File: src/design/jbr_pkg.sv
// -----------------------------------------------------------------------------
// jbr_pkg: shared definitions for the JPEG bit reader
// Function codes, sequencer states, stream field positions and defaults.
// -----------------------------------------------------------------------------
package jbr_pkg;

   localparam int QUEUE_DEPTH_DEF   = 16;
   localparam int MAX_READ_BITS_DEF = 32;

   localparam logic [7:0] MARKER_PREFIX = 8'hFF;
   localparam logic [7:0] STUFF_BYTE    = 8'h00;
   localparam logic [3:0] BYTE_BITS     = 4'd8;

   localparam int VALUE_W = 32;
   localparam int COUNT_W = 6;
   localparam int FUNC_W  = 2;

   // Request tdata layout, lowest bit first.
   localparam int REQ_DATA_LSB   = 0;
   localparam int REQ_COUNT_LSB  = 8;
   localparam int REQ_STUFF_BIT  = 14;
   localparam int REQ_TARGET_LSB = 15;
   localparam int REQ_W          = 24;

   // Response tdata layout, lowest bit first.
   localparam int RSP_VALUE_LSB  = 0;
   localparam int RSP_COUNT_LSB  = 32;
   localparam int RSP_FOUND_BIT  = 38;
   localparam int RSP_MARKER_BIT = 39;
   localparam int RSP_FULL_BIT   = 40;
   localparam int RSP_W          = 48;

   typedef enum logic [1:0] {
      FUNC_PUSH = 2'd0,
      FUNC_READ = 2'd1,
      FUNC_SKIP = 2'd2,
      FUNC_NOP  = 2'd3
   } func_type;

   typedef enum logic [2:0] {
      ST_IDLE,
      ST_BIT,
      ST_BIT_WAIT,
      ST_FAST,
      ST_FAST_WAIT,
      ST_SKIP,
      ST_SKIP_WAIT,
      ST_DONE
   } state_type;

endpackage

File: src/design/jbr_ram.sv
// -----------------------------------------------------------------------------
// jbr_ram: generic single-write, single-read RAM
// One write port and one read port; read data is registered.
// -----------------------------------------------------------------------------
module jbr_ram #(
   parameter int WIDTH = 8,
   parameter int DEPTH = 16
) (
   input  logic                     clock,
   input  logic                     wr_en,
   input  logic [$clog2(DEPTH)-1:0] wr_addr,
   input  logic [WIDTH-1:0]         wr_data,
   input  logic                     rd_en,
   input  logic [$clog2(DEPTH)-1:0] rd_addr,
   output logic [WIDTH-1:0]         rd_data
);

   logic [WIDTH-1:0] mem_ff [DEPTH];
   logic [WIDTH-1:0] rd_data_ff;

   always_ff @(posedge clock) begin
      if (wr_en) begin
         mem_ff[wr_addr] <= wr_data;
      end
      if (rd_en) begin
         rd_data_ff <= mem_ff[rd_addr];
      end
   end

   assign rd_data = rd_data_ff;

endmodule

File: src/design/jpeg_bit_reader_unstuff.sv
// -----------------------------------------------------------------------------
// jpeg_bit_reader_unstuff: MSB-first JPEG entropy bit reader
// Byte queue with push, bit read with 0xFF00 unstuffing, and skip-to-byte.
// -----------------------------------------------------------------------------
// A push transfer goes straight to the done state and its response. A bit-wise
// read shifts out one bit per cycle, pausing whenever a byte is pulled from the
// queue; dropping a stuffed 0x00 costs a further fetch from the queue. The
// whole-byte fast path after a skip fetches and captures one byte at a time, and
// a skip fetches and compares each discarded byte in turn. This byte step is
// set by the registered read of the queue RAM. One transfer is worked on at a
// time; a new request is taken as soon as the previous response has moved
// into the output register, even if the consumer has not yet taken it.
module jpeg_bit_reader_unstuff #(
   parameter int QUEUE_DEPTH   = jbr_pkg::QUEUE_DEPTH_DEF,
   parameter int MAX_READ_BITS = jbr_pkg::MAX_READ_BITS_DEF
) (
   input  logic                      clock,
   input  logic                      reset,
   input  logic                      req_tvalid,
   output logic                      req_tready,
   // data_byte[7:0], bit_count[13:8], stuffing_on[14], target_byte[22:15]
   input  logic [jbr_pkg::REQ_W-1:0] req_tdata,
   // func[1:0]
   input  logic [jbr_pkg::FUNC_W-1:0] req_tuser,
   output logic                      rsp_tvalid,
   input  logic                      rsp_tready,
   // bits_value[31:0], bits_read[37:32], found[38], marker_seen[39],
   // queue_full[40]
   output logic [jbr_pkg::RSP_W-1:0] rsp_tdata
);

   localparam int QAW   = $clog2(QUEUE_DEPTH);
   localparam int QCW   = $clog2(QUEUE_DEPTH + 1);
   localparam int POSW  = QCW + 1;
   localparam int CNTW  = $clog2(MAX_READ_BITS + 1);
   localparam int CMPW  = (CNTW > jbr_pkg::COUNT_W) ? CNTW : jbr_pkg::COUNT_W;
   localparam int VW    = jbr_pkg::VALUE_W;

   jbr_pkg::state_type state_ff, state_in;

   logic [QAW-1:0]  head_ff, head_in;
   logic [QCW-1:0]  count_ff, count_in;
   logic [7:0]      current_ff, current_in;
   logic [3:0]      bit_index_ff, bit_index_in;
   logic [VW-1:0]   value_ff, value_in;
   logic [CNTW-1:0] got_ff, got_in;
   logic [CNTW-1:0] rem_ff, rem_in;
   logic            stuff_ff, stuff_in;
   logic [7:0]      target_ff, target_in;
   logic            ff_pend_ff, ff_pend_in;
   logic            found_ff, found_in;
   logic            marker_ff, marker_in;
   logic            full_ff, full_in;
   logic            rsp_valid_ff, rsp_valid_in;
   logic [jbr_pkg::RSP_W-1:0] rsp_data_ff, rsp_data_in;

   logic            ram_we;
   logic [QAW-1:0]  ram_waddr;
   logic            ram_re;
   logic [7:0]      ram_rdata;

   logic [7:0]      req_data;
   logic [5:0]      req_count;
   logic            req_stuff;
   logic [7:0]      req_target;
   logic [CMPW-1:0] count_cmp;
   logic [CNTW-1:0] count_sat;
   logic [QAW-1:0]  head_next;
   logic [POSW-1:0] push_pos;
   logic [2:0]      bit_sel;
   logic            accept;

   assign req_data   = req_tdata[jbr_pkg::REQ_DATA_LSB +: 8];
   assign req_count  = req_tdata[jbr_pkg::REQ_COUNT_LSB +: 6];
   assign req_stuff  = req_tdata[jbr_pkg::REQ_STUFF_BIT];
   assign req_target = req_tdata[jbr_pkg::REQ_TARGET_LSB +: 8];

   assign count_cmp = (CMPW'(req_count) > CMPW'(MAX_READ_BITS)) ?
                      CMPW'(MAX_READ_BITS) : CMPW'(req_count);
   assign count_sat = CNTW'(count_cmp);

   assign head_next = (head_ff == QAW'(QUEUE_DEPTH - 1)) ? '0 : head_ff + 1'b1;
   assign push_pos  = POSW'(head_ff) + POSW'(count_ff);
   assign ram_waddr = (push_pos >= POSW'(QUEUE_DEPTH)) ?
                      QAW'(push_pos - POSW'(QUEUE_DEPTH)) : QAW'(push_pos);
   assign bit_sel   = 3'(bit_index_ff - 4'd1);

   assign req_tready = (state_ff == jbr_pkg::ST_IDLE);
   assign accept     = req_tvalid && req_tready;

   jbr_ram #(
      .WIDTH (8),
      .DEPTH (QUEUE_DEPTH)
   ) u_queue (
      .clock   (clock),
      .wr_en   (ram_we),
      .wr_addr (ram_waddr),
      .wr_data (req_data),
      .rd_en   (ram_re),
      .rd_addr (head_ff),
      .rd_data (ram_rdata)
   );

   always_comb begin
      state_in     = state_ff;
      head_in      = head_ff;
      count_in     = count_ff;
      current_in   = current_ff;
      bit_index_in = bit_index_ff;
      value_in     = value_ff;
      got_in       = got_ff;
      rem_in       = rem_ff;
      stuff_in     = stuff_ff;
      target_in    = target_ff;
      ff_pend_in   = ff_pend_ff;
      found_in     = found_ff;
      marker_in    = marker_ff;
      full_in      = full_ff;
      rsp_valid_in = rsp_valid_ff && !rsp_tready;
      rsp_data_in  = rsp_data_ff;
      ram_we       = 1'b0;
      ram_re       = 1'b0;

      unique case (state_ff)
         jbr_pkg::ST_IDLE: begin
            if (accept) begin
               value_in   = '0;
               got_in     = '0;
               found_in   = 1'b0;
               marker_in  = 1'b0;
               full_in    = 1'b0;
               ff_pend_in = 1'b0;
               stuff_in   = req_stuff;
               target_in  = req_target;
               state_in   = jbr_pkg::ST_DONE;
               unique case (jbr_pkg::func_type'(req_tuser))
                  jbr_pkg::FUNC_PUSH: begin
                     if (count_ff < QCW'(QUEUE_DEPTH)) begin
                        ram_we   = 1'b1;
                        count_in = count_ff + 1'b1;
                     end else begin
                        full_in = 1'b1;
                     end
                  end
                  jbr_pkg::FUNC_READ: begin
                     if (count_sat != '0) begin
                        if (!req_stuff && bit_index_ff == jbr_pkg::BYTE_BITS &&
                            count_sat[2:0] == 3'd0) begin
                           // Whole-byte read: the held byte leads, then queue bytes.
                           value_in     = VW'(current_ff);
                           got_in       = count_sat;
                           rem_in       = CNTW'(count_sat >> 3) - 1'b1;
                           bit_index_in = '0;
                           state_in     = jbr_pkg::ST_FAST;
                        end else begin
                           rem_in   = count_sat;
                           state_in = jbr_pkg::ST_BIT;
                        end
                     end
                  end
                  jbr_pkg::FUNC_SKIP: begin
                     state_in = jbr_pkg::ST_SKIP;
                  end
                  jbr_pkg::FUNC_NOP: begin
                     state_in = jbr_pkg::ST_DONE;
                  end
                  default: begin
                     state_in = jbr_pkg::ST_DONE;
                  end
               endcase
            end
         end

         jbr_pkg::ST_BIT: begin
            if (rem_ff == '0) begin
               state_in = jbr_pkg::ST_DONE;
            end else if (bit_index_ff != '0) begin
               bit_index_in = bit_index_ff - 1'b1;
               value_in     = {value_ff[VW-2:0], current_ff[bit_sel]};
               got_in       = got_ff + 1'b1;
               rem_in       = rem_ff - 1'b1;
            end else begin
               ff_pend_in = stuff_ff && (current_ff == jbr_pkg::MARKER_PREFIX);
               if (count_ff == '0) begin
                  // Ran dry: the read ends short.
                  current_in = '0;
                  state_in   = jbr_pkg::ST_DONE;
               end else begin
                  ram_re   = 1'b1;
                  head_in  = head_next;
                  count_in = count_ff - 1'b1;
                  state_in = jbr_pkg::ST_BIT_WAIT;
               end
            end
         end

         jbr_pkg::ST_BIT_WAIT: begin
            current_in = ram_rdata;
            if (ff_pend_ff) begin
               ff_pend_in = 1'b0;
               if (ram_rdata != jbr_pkg::STUFF_BYTE) begin
                  marker_in = 1'b1;
                  state_in  = jbr_pkg::ST_DONE;
               end else if (count_ff == '0) begin
                  current_in = '0;
                  state_in   = jbr_pkg::ST_DONE;
               end else begin
                  // Drop the stuffed zero and fetch the byte after it.
                  ram_re   = 1'b1;
                  head_in  = head_next;
                  count_in = count_ff - 1'b1;
               end
            end else begin
               bit_index_in = jbr_pkg::BYTE_BITS;
               state_in     = jbr_pkg::ST_BIT;
            end
         end

         jbr_pkg::ST_FAST: begin
            if (rem_ff == '0) begin
               state_in = jbr_pkg::ST_DONE;
            end else if (count_ff == '0) begin
               value_in = {value_ff[VW-9:0], 8'h00};
               got_in   = '0;
               rem_in   = rem_ff - 1'b1;
            end else begin
               ram_re   = 1'b1;
               head_in  = head_next;
               count_in = count_ff - 1'b1;
               state_in = jbr_pkg::ST_FAST_WAIT;
            end
         end

         jbr_pkg::ST_FAST_WAIT: begin
            value_in = {value_ff[VW-9:0], ram_rdata};
            rem_in   = rem_ff - 1'b1;
            state_in = jbr_pkg::ST_FAST;
         end

         jbr_pkg::ST_SKIP: begin
            if (current_ff == target_ff) begin
               found_in     = 1'b1;
               bit_index_in = jbr_pkg::BYTE_BITS;
               state_in     = jbr_pkg::ST_DONE;
            end else if (count_ff == '0) begin
               current_in   = '0;
               bit_index_in = '0;
               state_in     = jbr_pkg::ST_DONE;
            end else begin
               ram_re   = 1'b1;
               head_in  = head_next;
               count_in = count_ff - 1'b1;
               state_in = jbr_pkg::ST_SKIP_WAIT;
            end
         end

         jbr_pkg::ST_SKIP_WAIT: begin
            current_in = ram_rdata;
            state_in   = jbr_pkg::ST_SKIP;
         end

         jbr_pkg::ST_DONE: begin
            if (!rsp_valid_ff || rsp_tready) begin
               rsp_valid_in = 1'b1;
               rsp_data_in  = {7'd0, full_ff, marker_ff, found_ff,
                               jbr_pkg::COUNT_W'(got_ff), value_ff};
               state_in     = jbr_pkg::ST_IDLE;
            end
         end

         default: begin
            state_in = jbr_pkg::ST_IDLE;
         end
      endcase
   end

   always_ff @(posedge clock) begin
      if (reset) begin
         state_ff     <= jbr_pkg::ST_IDLE;
         head_ff      <= '0;
         count_ff     <= '0;
         current_ff   <= '0;
         bit_index_ff <= '0;
         rsp_valid_ff <= 1'b0;
      end else begin
         state_ff     <= state_in;
         head_ff      <= head_in;
         count_ff     <= count_in;
         current_ff   <= current_in;
         bit_index_ff <= bit_index_in;
         rsp_valid_ff <= rsp_valid_in;
      end
   end

   always_ff @(posedge clock) begin
      value_ff    <= value_in;
      got_ff      <= got_in;
      rem_ff      <= rem_in;
      stuff_ff    <= stuff_in;
      target_ff   <= target_in;
      ff_pend_ff  <= ff_pend_in;
      found_ff    <= found_in;
      marker_ff   <= marker_in;
      full_ff     <= full_in;
      rsp_data_ff <= rsp_data_in;
   end

   assign rsp_tvalid = rsp_valid_ff;
   assign rsp_tdata  = rsp_data_ff;

endmodule

File: config.mk
export PLATFORM = sky130hd
export DESIGN_NAME = jpeg_bit_reader_unstuff
export DESIGN_NICKNAME = d
export VERILOG_FILES = /design/src/design/jbr_pkg.sv /design/src/design/jbr_ram.sv /design/src/design/jpeg_bit_reader_unstuff.sv
export SDC_FILE = /design/constraint.sdc
export NUM_CORES = 1
export LEC_CHECK = 0
export BUFFER_PORTS_ARGS = -buffer_cell sky130_fd_sc_hd__buf_2
export CAP_MARGIN = 10
export CORE_UTILIZATION = 54
export DETAILED_ROUTE_END_ITERATION = 7
export GPL_TIMING_DRIVEN = 0
export PLACE_DENSITY = 0.83
export SYNTH_ARGS = -nofsm -noshare
export SYNTH_HDL_FRONTEND = slang
export SYNTH_SLANG_ARGS = --single-unit
export TNS_END_PERCENT = 100
File: constraint.sdc
create_clock -name clock -period 3.21 [get_ports clock]
set_input_delay 0.321 -clock clock [delete_from_list [all_inputs] [get_ports clock]]
set_output_delay 0.321 -clock clock [all_outputs]
set_load 0.01 [all_outputs]
== After elaboration in Yosys (flattened, before gate mapping) ==
Memory sizes are Yosys's and may differ from the RTL's. A register that Yosys moved wholly into a read port is not among the register bits.
Cells that the tools add are included.

* Add/subtract/negate cells: 9
* $lt $le $gt $ge: 4
* Equality and inequality tests: 35
* Muxes and demuxes: 111
* Reductions and logical operators: 39

{| class="wikitable"
|+ Operators by type and width
! operator !! count
|-
| two-way mux 32 bit || 5
|-
| case mux 32 bit (4 select lines) || 1
|-
| two-way mux 6 bit || 17
|-
| two-way mux 8 bit || 10
|-
| two-way mux 4 bit || 18
|-
| two-way mux 5 bit || 10
|-
| two-way mux 3 bit || 11
|-
| case mux 4 bit (4 select lines) || 2
|-
| case mux 8 bit (4 select lines) || 1
|-
| two-way mux 1 bit || 25
|-
| case mux 5 bit (5 select lines) || 1
|-
| != test 2 bit, second input constant || 12
|-
| case mux 3 bit (8 select lines) || 1
|-
| case mux 6 bit (4 select lines) || 1
|-
| nonzero test 4 bit || 5
|-
| case mux 6 bit (3 select lines) || 1
|-
| equality test 3 bit, second input constant || 4
|-
| != test 2 x 1 -> 1 bit, second input constant || 6
|-
| AND reduction 4 bit || 3
|-
| AND reduction 6 bit || 2
|-
| AND reduction 10 bit || 1
|-
| != test 3 bit, second input constant || 3
|-
| AND reduction 9 bit || 1
|-
| equality test 4 bit, second input constant || 2
|-
| 42 further kinds || 55
|}

* Register bits: 123
* Memory bits (writable): 128
* Bits of input ports: 30
* Output and inout bits: 50
* Logic and storage cells: 215
* Memories kept: 1

{| class="wikitable"
|+ Memories
! name !! words !! width !! rd ports !! clocked after memory_dff !! write ports !! RTL line !! RTL
|-
| u_queue.mem_ff || 16 || 8 || 1 || 1 || 1 || jbr_ram.sv:18 || <nowiki>logic [WIDTH-1:0] mem_ff [DEPTH];</nowiki>
|}

== Longest topological paths before layout ==
Gate-level depths: netlist of the first run.

* Depth in word-level cells: 9
* Depth in mapped cells: 9
* Gate-level depth less buffers: 8

== Cells and area by module ==
From an unflattened synthesis of the first run, not the netlist that was laid out.

* Cell total of the unflattened synthesis: 689
* Area, all modules: 11074.4 um^2

{| class="wikitable"
|+ By module, submodules not included
! module !! instances !! cells an instance !! area each (um^2) !! sequential area each (um^2)
|-
| jpeg_bit_reader_unstuff || 1 || 460 || 5846.9 || 3443.3
|-
| jbr_ram || 1 || 229 || 5227.5 || 4083.9
|}

== Worst setup path after synthesis of the first run ==
OpenSTA, ideal clock, no wires.

* Path kind: register -> register
* Start point: register state_ff[1]
* End point: register rsp_data_ff, in the netlist rsp_tdata[0] (enable)
* Setup time: 444 ps
* Arrival: 2645 ps
* Required time: 2766 ps
* Setup slack: 121 ps
* Stages on the path, launching flop included: 4
* Path buffers: 1
* Clock period less this slack: 3089 ps
* Path through: dfxtp_1 clkbuf_1 nand3_1 nor2b_1

* Cells in the longest elaborated chain, start to end: 2

{| class="wikitable"
|+ RTL lines
! item !! RTL line !! RTL
|-
| start: declaration || jpeg_bit_reader_unstuff.sv:39 || <nowiki>jbr_pkg::state_type state_ff, state_in;</nowiki>
|-
| start signal: assignment || jpeg_bit_reader_unstuff.sv:279 || <nowiki>state_ff <= jbr_pkg::ST_IDLE;</nowiki>
|-
| start signal: assignment || jpeg_bit_reader_unstuff.sv:286 || <nowiki>state_ff <= state_in;</nowiki>
|-
| equality test 3 bit || jpeg_bit_reader_unstuff.sv:124 || <nowiki>unique case (state_ff)</nowiki>
|-
| AND reduction 2 bit (no source line) || - ||
|-
| end signal: assignment || jpeg_bit_reader_unstuff.sv:305 || <nowiki>rsp_data_ff <= rsp_data_in;</nowiki>
|-
| end: declaration || jpeg_bit_reader_unstuff.sv:55 || <nowiki>logic [jbr_pkg::RSP_W-1:0] rsp_data_ff, rsp_data_in;</nowiki>
|}

No other way between the ends.
A chain may end at the register's enable or synchronous reset.

== Worst setup path after layout of the first run ==
* Start point: register state_ff[1]
* End point: memory u_queue.mem_ff[2][4] (enable)

* Cells in the longest elaborated chain, start to end: 6

{| class="wikitable"
|+ RTL lines
! item !! RTL line !! RTL
|-
| logical NOT 3 bit (*) || jpeg_bit_reader_unstuff.sv:88, jpeg_bit_reader_unstuff.sv:124 ||
|-
| logical AND 1 bit || jpeg_bit_reader_unstuff.sv:89 || <nowiki>assign accept = req_tvalid && req_tready;</nowiki>
|-
| two-way mux 1 bit || jpeg_bit_reader_unstuff.sv:126 || <nowiki>if (accept) begin</nowiki>
|-
| two-way mux 1 bit (*) || jpeg_bit_reader_unstuff.sv:124 ||
|-
| two-way mux 1 bit (*) || jbr_ram.sv:22 || <nowiki>if (wr_en) begin</nowiki>
|-
| two-way mux 1 bit (implied by the code) (*) || jbr_ram.sv:23 || <nowiki>mem_ff[wr_addr] <= wr_data;</nowiki>
|-
| end: declaration || jbr_ram.sv:18 ||
|}

Every way passes the cells marked *; elsewhere a longest branch is shown, timed or not.

==> out/qor.yml, run 1 <==
drc: 0
pwr_density_cell_nw_per_um2: 863
critPathMaxStageDelay_ns: 0.67
clkSlewWorstSetupHoldPaths_ns: 0.06
drv_cap: 0
clk_path_buf_depth: 3
vias_per_cell: 6.23
initial_core_util: 0.557
vias: 6674
grt_busiest_layer: "met2"
cp_common_cell: "nor2_1"
dr.pass1.iters: 5
ys_seq_area_frac: 0.688
nNetsFinal: 833
final-hold-violation-count: 0
maxSlewViolCount: 0
grt_pass1_wl_um: 35900
rows: 51
synth_edf_count: 234
yosys.area.top_type_share: 0.642
setup_viol: 0
finalWorstSetupSlack_ns: 0.149
worst_clock_skew_ns: 0.0253
crit_chain: "nand2b_1 -> or3_1 -> inv_1 -> nand3b_1 -> nor2_1 -> nand2_1 -> nor2_1"
hpwl_um: 15700
rsz0062_at_grt: "false"
met3_usage: 0.0348
postSynthAreaPerCell_um2: 16.3
r2r_cells: 7
status: "complete, no violations"
crit_fanout: 13
io_pins: 80
diodes: 0
holdCritPathClass: "in -> reg"
die_y_um: 144
critPathLaunchType: "register"
worst_pin_slew_ns: 1.03
rr_endpoint: "u_queue.mem_ff[2][4]"
path_depth: 7
grt_pass1_vias: 6368
power_mw: 10.9
gp_congestion: 0.942
grt_max_degree: 39
dp_slack_ns: -0.0308
numCtsBuffers: 26
end_kind: "register"
dieArea_um2: 20800
startpoint: "state_ff[1]"
grt_usage: 0.232
insertion_delay_ns: 0.54
cts_root_buf: "clkbuf_16"
yosys_register_bits: 259
synth_ff_type: "edfxtp_1"
postRouteAntennaNets: 0
fin_tns_setup_ns: 0
cpLargestDelayFamily: "simple AND/OR/NAND/NOR gates"
max_freq_mhz: 327
slew_headroom: 0.305
syn_area_um2: 10900
finalWirelength_um: 23600
synth.distinct_cells: 71
period_minus_slack_ns: 3.06
wire_per_inst_um: 22.0
io_buffers: 70
vdd_drop_max_v: 0.000532
rr_startpoint: "state_ff[1]"
timing.hold.ws_ns: 0.0556
fin_crit_sh: 0.954
critPathCapture: "u_queue.mem_ff[2][4]"
die_w_um: 144
area_delta_synth_final_pct: 15.3
antenna_found_initial: 0
crit_required_ns: 3.38
synth_top_area_cell: "edfxtp_1"
htreeDepth: 1
drive_above_1_share: 0.221
async_flop_share: 0
synthCells: 672
cts.sinks: 259
crit_buf_inv: 1
rrSetupSlack_ns: 0.15
drt_iter0_drc: 608
ys_warn_count: 0
gr-usage-met2: 0.402
core_area_um2: 19700
p_leak_nw: 4.36
cts_tree: "built"
synth_area_leaders: "edfxtp_1 64%, mux4_2 8.6%, dfxtp_1 4.6%"
cp.arrival_ns: 3.23
grtUsageMet1: 0.302
crit_slowest_cell: "nor2_1"
critical_path_class: "reg -> reg"
grt-ovfl-total: 0
final_util: 0.642
==> sequential cells by signal (all words and copies together), names as in the netlist <==
register,cells
bit_index_ff,4
found_ff,1
value_ff,32
stuff_ff,1
marker_ff,1
full_ff,1
got_ff,6
state_ff,3
current_ff,8
u_queue.mem_ff,128
u_queue.rd_data,8
count_ff,5
ff_pend_ff,1
head_ff,4
rsp_tvalid,1
rsp_tdata,41
target_ff,8
rem_ff,6
==> cells in the final DEF, fill, tap and decap left out, drive strengths merged, types with 3 or more instances in the layout <==
cell type / instances
nand3b: 4
mux2: 3
or2: 3
o31ai: 8
a31oi: 6
a222oi: 7
nand2: 20
nor2: 37
buf: 82
nor3: 10
xnor2: 10
a311oi: 3
nand4: 11
nand2b: 8
clkbuf: 60
clkinv: 10
or4: 7
and2: 3
a21o: 3
edfxtp: 234
or3: 3
ha: 14
dfxtp: 25
a21oi: 24
conb: 7
nor2b: 5
dlygate4sd3: 8
o21ai: 10
xor2: 15
a22o: 32
nand3: 11
inv: 20
nor3b: 6
nor4: 7
a211oi: 5
mux4: 42
==> Yosys cell counts (3+ instances only) <==
cell        n
a211oi_1    5
a21o_1      3
a21oi_1    24
a222oi_1    7
a22o_1     32
a311oi_1    3
a31oi_1     6
buf_1       4
buf_4       7
clkbuf_1   24
dfxtp_1    25
edfxtp_1  234
ha_1       14
inv_1      19
mux2_1      3
mux4_2     42
nand2_1    20
nand2b_1    8
nand3_1    11
nand3b_1    4
nand4_1    11
nor2_1     37
nor2b_1     5
nor3_1     10
nor3b_1     6
nor4_1      7
o21ai_0     5
o21ai_1     5
o31ai_1     8
or3_1       3
or4_1       5
xnor2_1    10
xor2_1     15
==> repair_timing <==
item | in CTS | in global routing
resized for setup | 1 | 10
endpoints found under the hold margin | 8 | 0
endpoints found under the setup margin | 6 | 54
buffers inserted | 0 | 0
hold buffers | 8 | 0
==> final cells by class <==
class / count / area, µm²
Clock inverter: 14 / 114
Inverter: 19 / 71.3
Fill cell: 1381 / 7040
Clock buffer: 33 / 687
Sequential cell: 259 / 7530
Timing Repair Buffer: 81 / 485
Tap cell: 265 / 332
Buffer: 36 / 171
Multi-Input combinational cell: 364 / 3220
==> layer usage <==
metal | part of all wire | wire, µm
met3 | 0.067 | 1590
met4 | 0.032 | 747
met1 | 0.39 | 9270
met2 | 0.51 | 12000
met5 | 0 | 0
==> stage by stage <==
step / cells / area (µm²)
after CTS: 1070 / 12600
after detailed placement: 1015 / 11700
after floorplan: 678 / 11000
final: 1071 / 12600
after global routing: 1071 / 12600
after global placement: 1013 / 11600
==> power by group <==
part           total (mW)  internal, mW  switching (mW)
sequential           5.02          4.54           0.472
clock                2.85          1.60            1.25
combinational        3.01          1.24            1.77
total                10.9          7.39            3.49
==> worst min path at each step <==
stage	depth (start not counted)	endpoint	startpoint	slack, ns
after global placement	0	rsp_tdata[40]	full_ff	0.40
after detailed placement	0	rsp_tdata[39]	marker_ff	0.40
after CTS	1	stuff_ff	req_tdata[14]	0.05
final	1	stuff_ff	req_tdata[14]	0.06
after global routing	1	stuff_ff	req_tdata[14]	0.04
after floorplan	0	rsp_tdata[31]	value_ff[31]	0.40
==> cell families (layout without fill, tap and decap cells) <==
logic type                 Yosys count  count (layout)  share of synthesized area
AOI/OAI and AO/OA                  126             126                     0.0875
xor gates and xnor gates            25              25                     0.0200
adders and majority gates           16              16                     0.0197
buffers and inverters               55             183                     0.0220
DFF                                259             259                      0.688
muxes                               47              47                     0.0914
other                                1               7                   0.000343
and+or+nand+nor                    143             143                     0.0712
No activity file was read; power rests on OpenSTA's default activity.
==> run 2: changes to the inputs <==
CORE_UTILIZATION = 56   (was 54)
CTS_BUF_LIST = sky130_fd_sc_hd__clkbuf_4 sky130_fd_sc_hd__clkbuf_8   (was not set)
PLACE_DENSITY = 0.85   (was 0.83)
==> out/qor.yml, run 2 (synthesized netlist as in run 1, its figures left out) <==
critPathLaunchType: "register"
drt_iter0_drc: 558
cts_root_buf: "clkbuf_8"
grt_pass1_wl_um: 35300
holdCritPathClass: "in -> reg"
drive_above_1_share: 0.239
grt_busiest_layer: "met2"
status: "complete, no violations"
finalWirelength_um: 22300
met3_usage: 0.0553
die_w_um: 142
clkSlewWorstSetupHoldPaths_ns: 0.06
crit_fanout: 13
cp.arrival_ns: 3.24
final-hold-violation-count: 0
max_freq_mhz: 326
slew_headroom: 0.230
area_delta_synth_final_pct: 15.6
grt_max_degree: 38
io_buffers: 70
initial_core_util: 0.577
end_kind: "register"
dp_slack_ns: -0.00298
switching_share: 0.315
rsz0062_at_grt: "false"
pwr_density_cell_nw_per_um2: 857
worst_pin_slew_ns: 1.15
pwr-share-comb: 0.273
sequentialPowerShare: 0.462
maxSlewViolCount: 0
cts_tree: "built"
core_area_um2: 19000
p_clk_frac: 0.266
antenna_found_initial: 0
placed_area_um2: 11700
regMostFlops: "u_queue.mem_ff"
grt_pass1_vias: 6592
grt_usage: 0.234
cts.sinks: 259
stdcell_area_um2: 12600
critical_path_class: "reg -> reg"
dr.pass1.iters: 5
p_leak_nw: 4.42
drc: 0
crit_required_ns: 3.39
rows: 50
crit_slowest_cell: "nor2_1"
intPower_mw: 7.43
hpwl_um: 15700
fin_crit_sh: 0.954
diodes: 0
gp_congestion: 0.926
vias_per_cell: 6.01
insertion_delay_ns: 0.55
wire_per_inst_um: 20.4
p_sw_mw: 3.41
die_y_um: 142
worst_clock_skew_ns: 0.0130
gr-usage-met2: 0.400
final_util: 0.667
final_cell_mix: "234 x edfxtp_1, 70 x buf_2, 48 x clkbuf_8, 42 x mux4_2, 37 x nor2_1"
critPathMaxStageDelay_ns: 0.63
vdd_drop_max_v: 0.000496
drv_cap: 0
clk_path_buf_depth: 3
nNetsFinal: 846
setup_viol: 0
grt-ovfl-total: 0
grtUsageMet1: 0.295
crit_chain: "nand2b_1 -> or3_1 -> inv_1 -> nand3b_1 -> or3_1 -> nor2_1"
htreeDepth: 2
period_minus_slack_ns: 3.06
final_common_cell: "edfxtp_1"
finalWorstSetupSlack_ns: 0.147
cp_common_cell: "or3_1"
largest_register_ffs: 128
numCtsBuffers: 40
dieArea_um2: 20100
postRouteAntennaNets: 0
fill_cells: 1292
io_pins: 80
vias: 6564
==> run 2: cell count changes in the layout (fill, tap and decap cells not counted), moves of 5 or more <==
cell	change
clkbuf_8	+47
clkbuf_16	-26
clkbuf_4	+10
clkbuf_1	-6
clkinv_1	+5
==> run 2: metrics by stage <==
step / total power, mW / std cells / hold slack (ns) / TNS, ns
after global routing: 11.4 / 1092 / 0.0340 / 0
after detailed placement: 7.95 / 1010 / 0.408 / -0.0174
after CTS: 10.8 / 1092 / 0.0456 / 0
final: 10.8 / 1092 / 0.0537 / 0
after global placement: 7.78 / 1008 / 0.403 / -36.93
after floorplan: 7.04 / 678 / 0.400 / 0
==> run 2: critical path: cells and delay by family (launching register included) <==
family                 cells  cell delay [ns]
buffers and inverters      1             0.42
flip-flops                 1             0.38
AND/OR/NAND/NOR            5             1.91
==> run 2: area by class of cell <==
class	instances	area, µm²	share of cell area
clock inverters	15	120	0.00950
inverters	19	71.3	0.00564
repair buffers	80	478	0.0378
flip-flops and latches	259	7530	0.595
clock buffers	59	743	0.0588
plain buffers	36	170	0.0135
multi-input cells	364	3210	0.254
well taps	260	325	0.0257
==> run 2: timing repair <==
action / in CTS / in global routing
setup endpoints to repair: 6 / 11
pin swaps: 0 / 0
hold endpoints to repair: 8 / 0
buffers inserted: 0 / 0
resized for setup: 1 / 3
hold buffers: 8 / 0
==> run 2: power by group through the flow <==
stage,combinational (mW),clock [mW],sequential [mW]
after floorplan,2.13,0,4.91
after global placement,2.73,0,5.05
after detailed placement,2.89,0,5.07
after CTS,2.92,2.91,5.00
after global routing,3.23,3.06,5.07
final,2.96,2.88,5.00
==> run 2: layer usage <==
layer  share of wire  routed length, µm  up-vias
li1                -                  -     2980
met1            0.40               8890     3218
met2            0.51              11300      313
met3           0.066               1480       53
met4           0.029                638        0
met5               0                  0        -
==> run 2: path summary, 6_finish.rpt <==
path              cells past startpoint  slack [ns]           from                    to
hold reg to reg                       0        0.42      marker_ff         rsp_tdata[39]
setup / recovery                      6        0.15    state_ff[1]  u_queue.mem_ff[4][5]
setup reg to reg                      6        0.15    state_ff[1]  u_queue.mem_ff[4][5]
hold / removal                        1        0.05  req_tdata[14]              stuff_ff
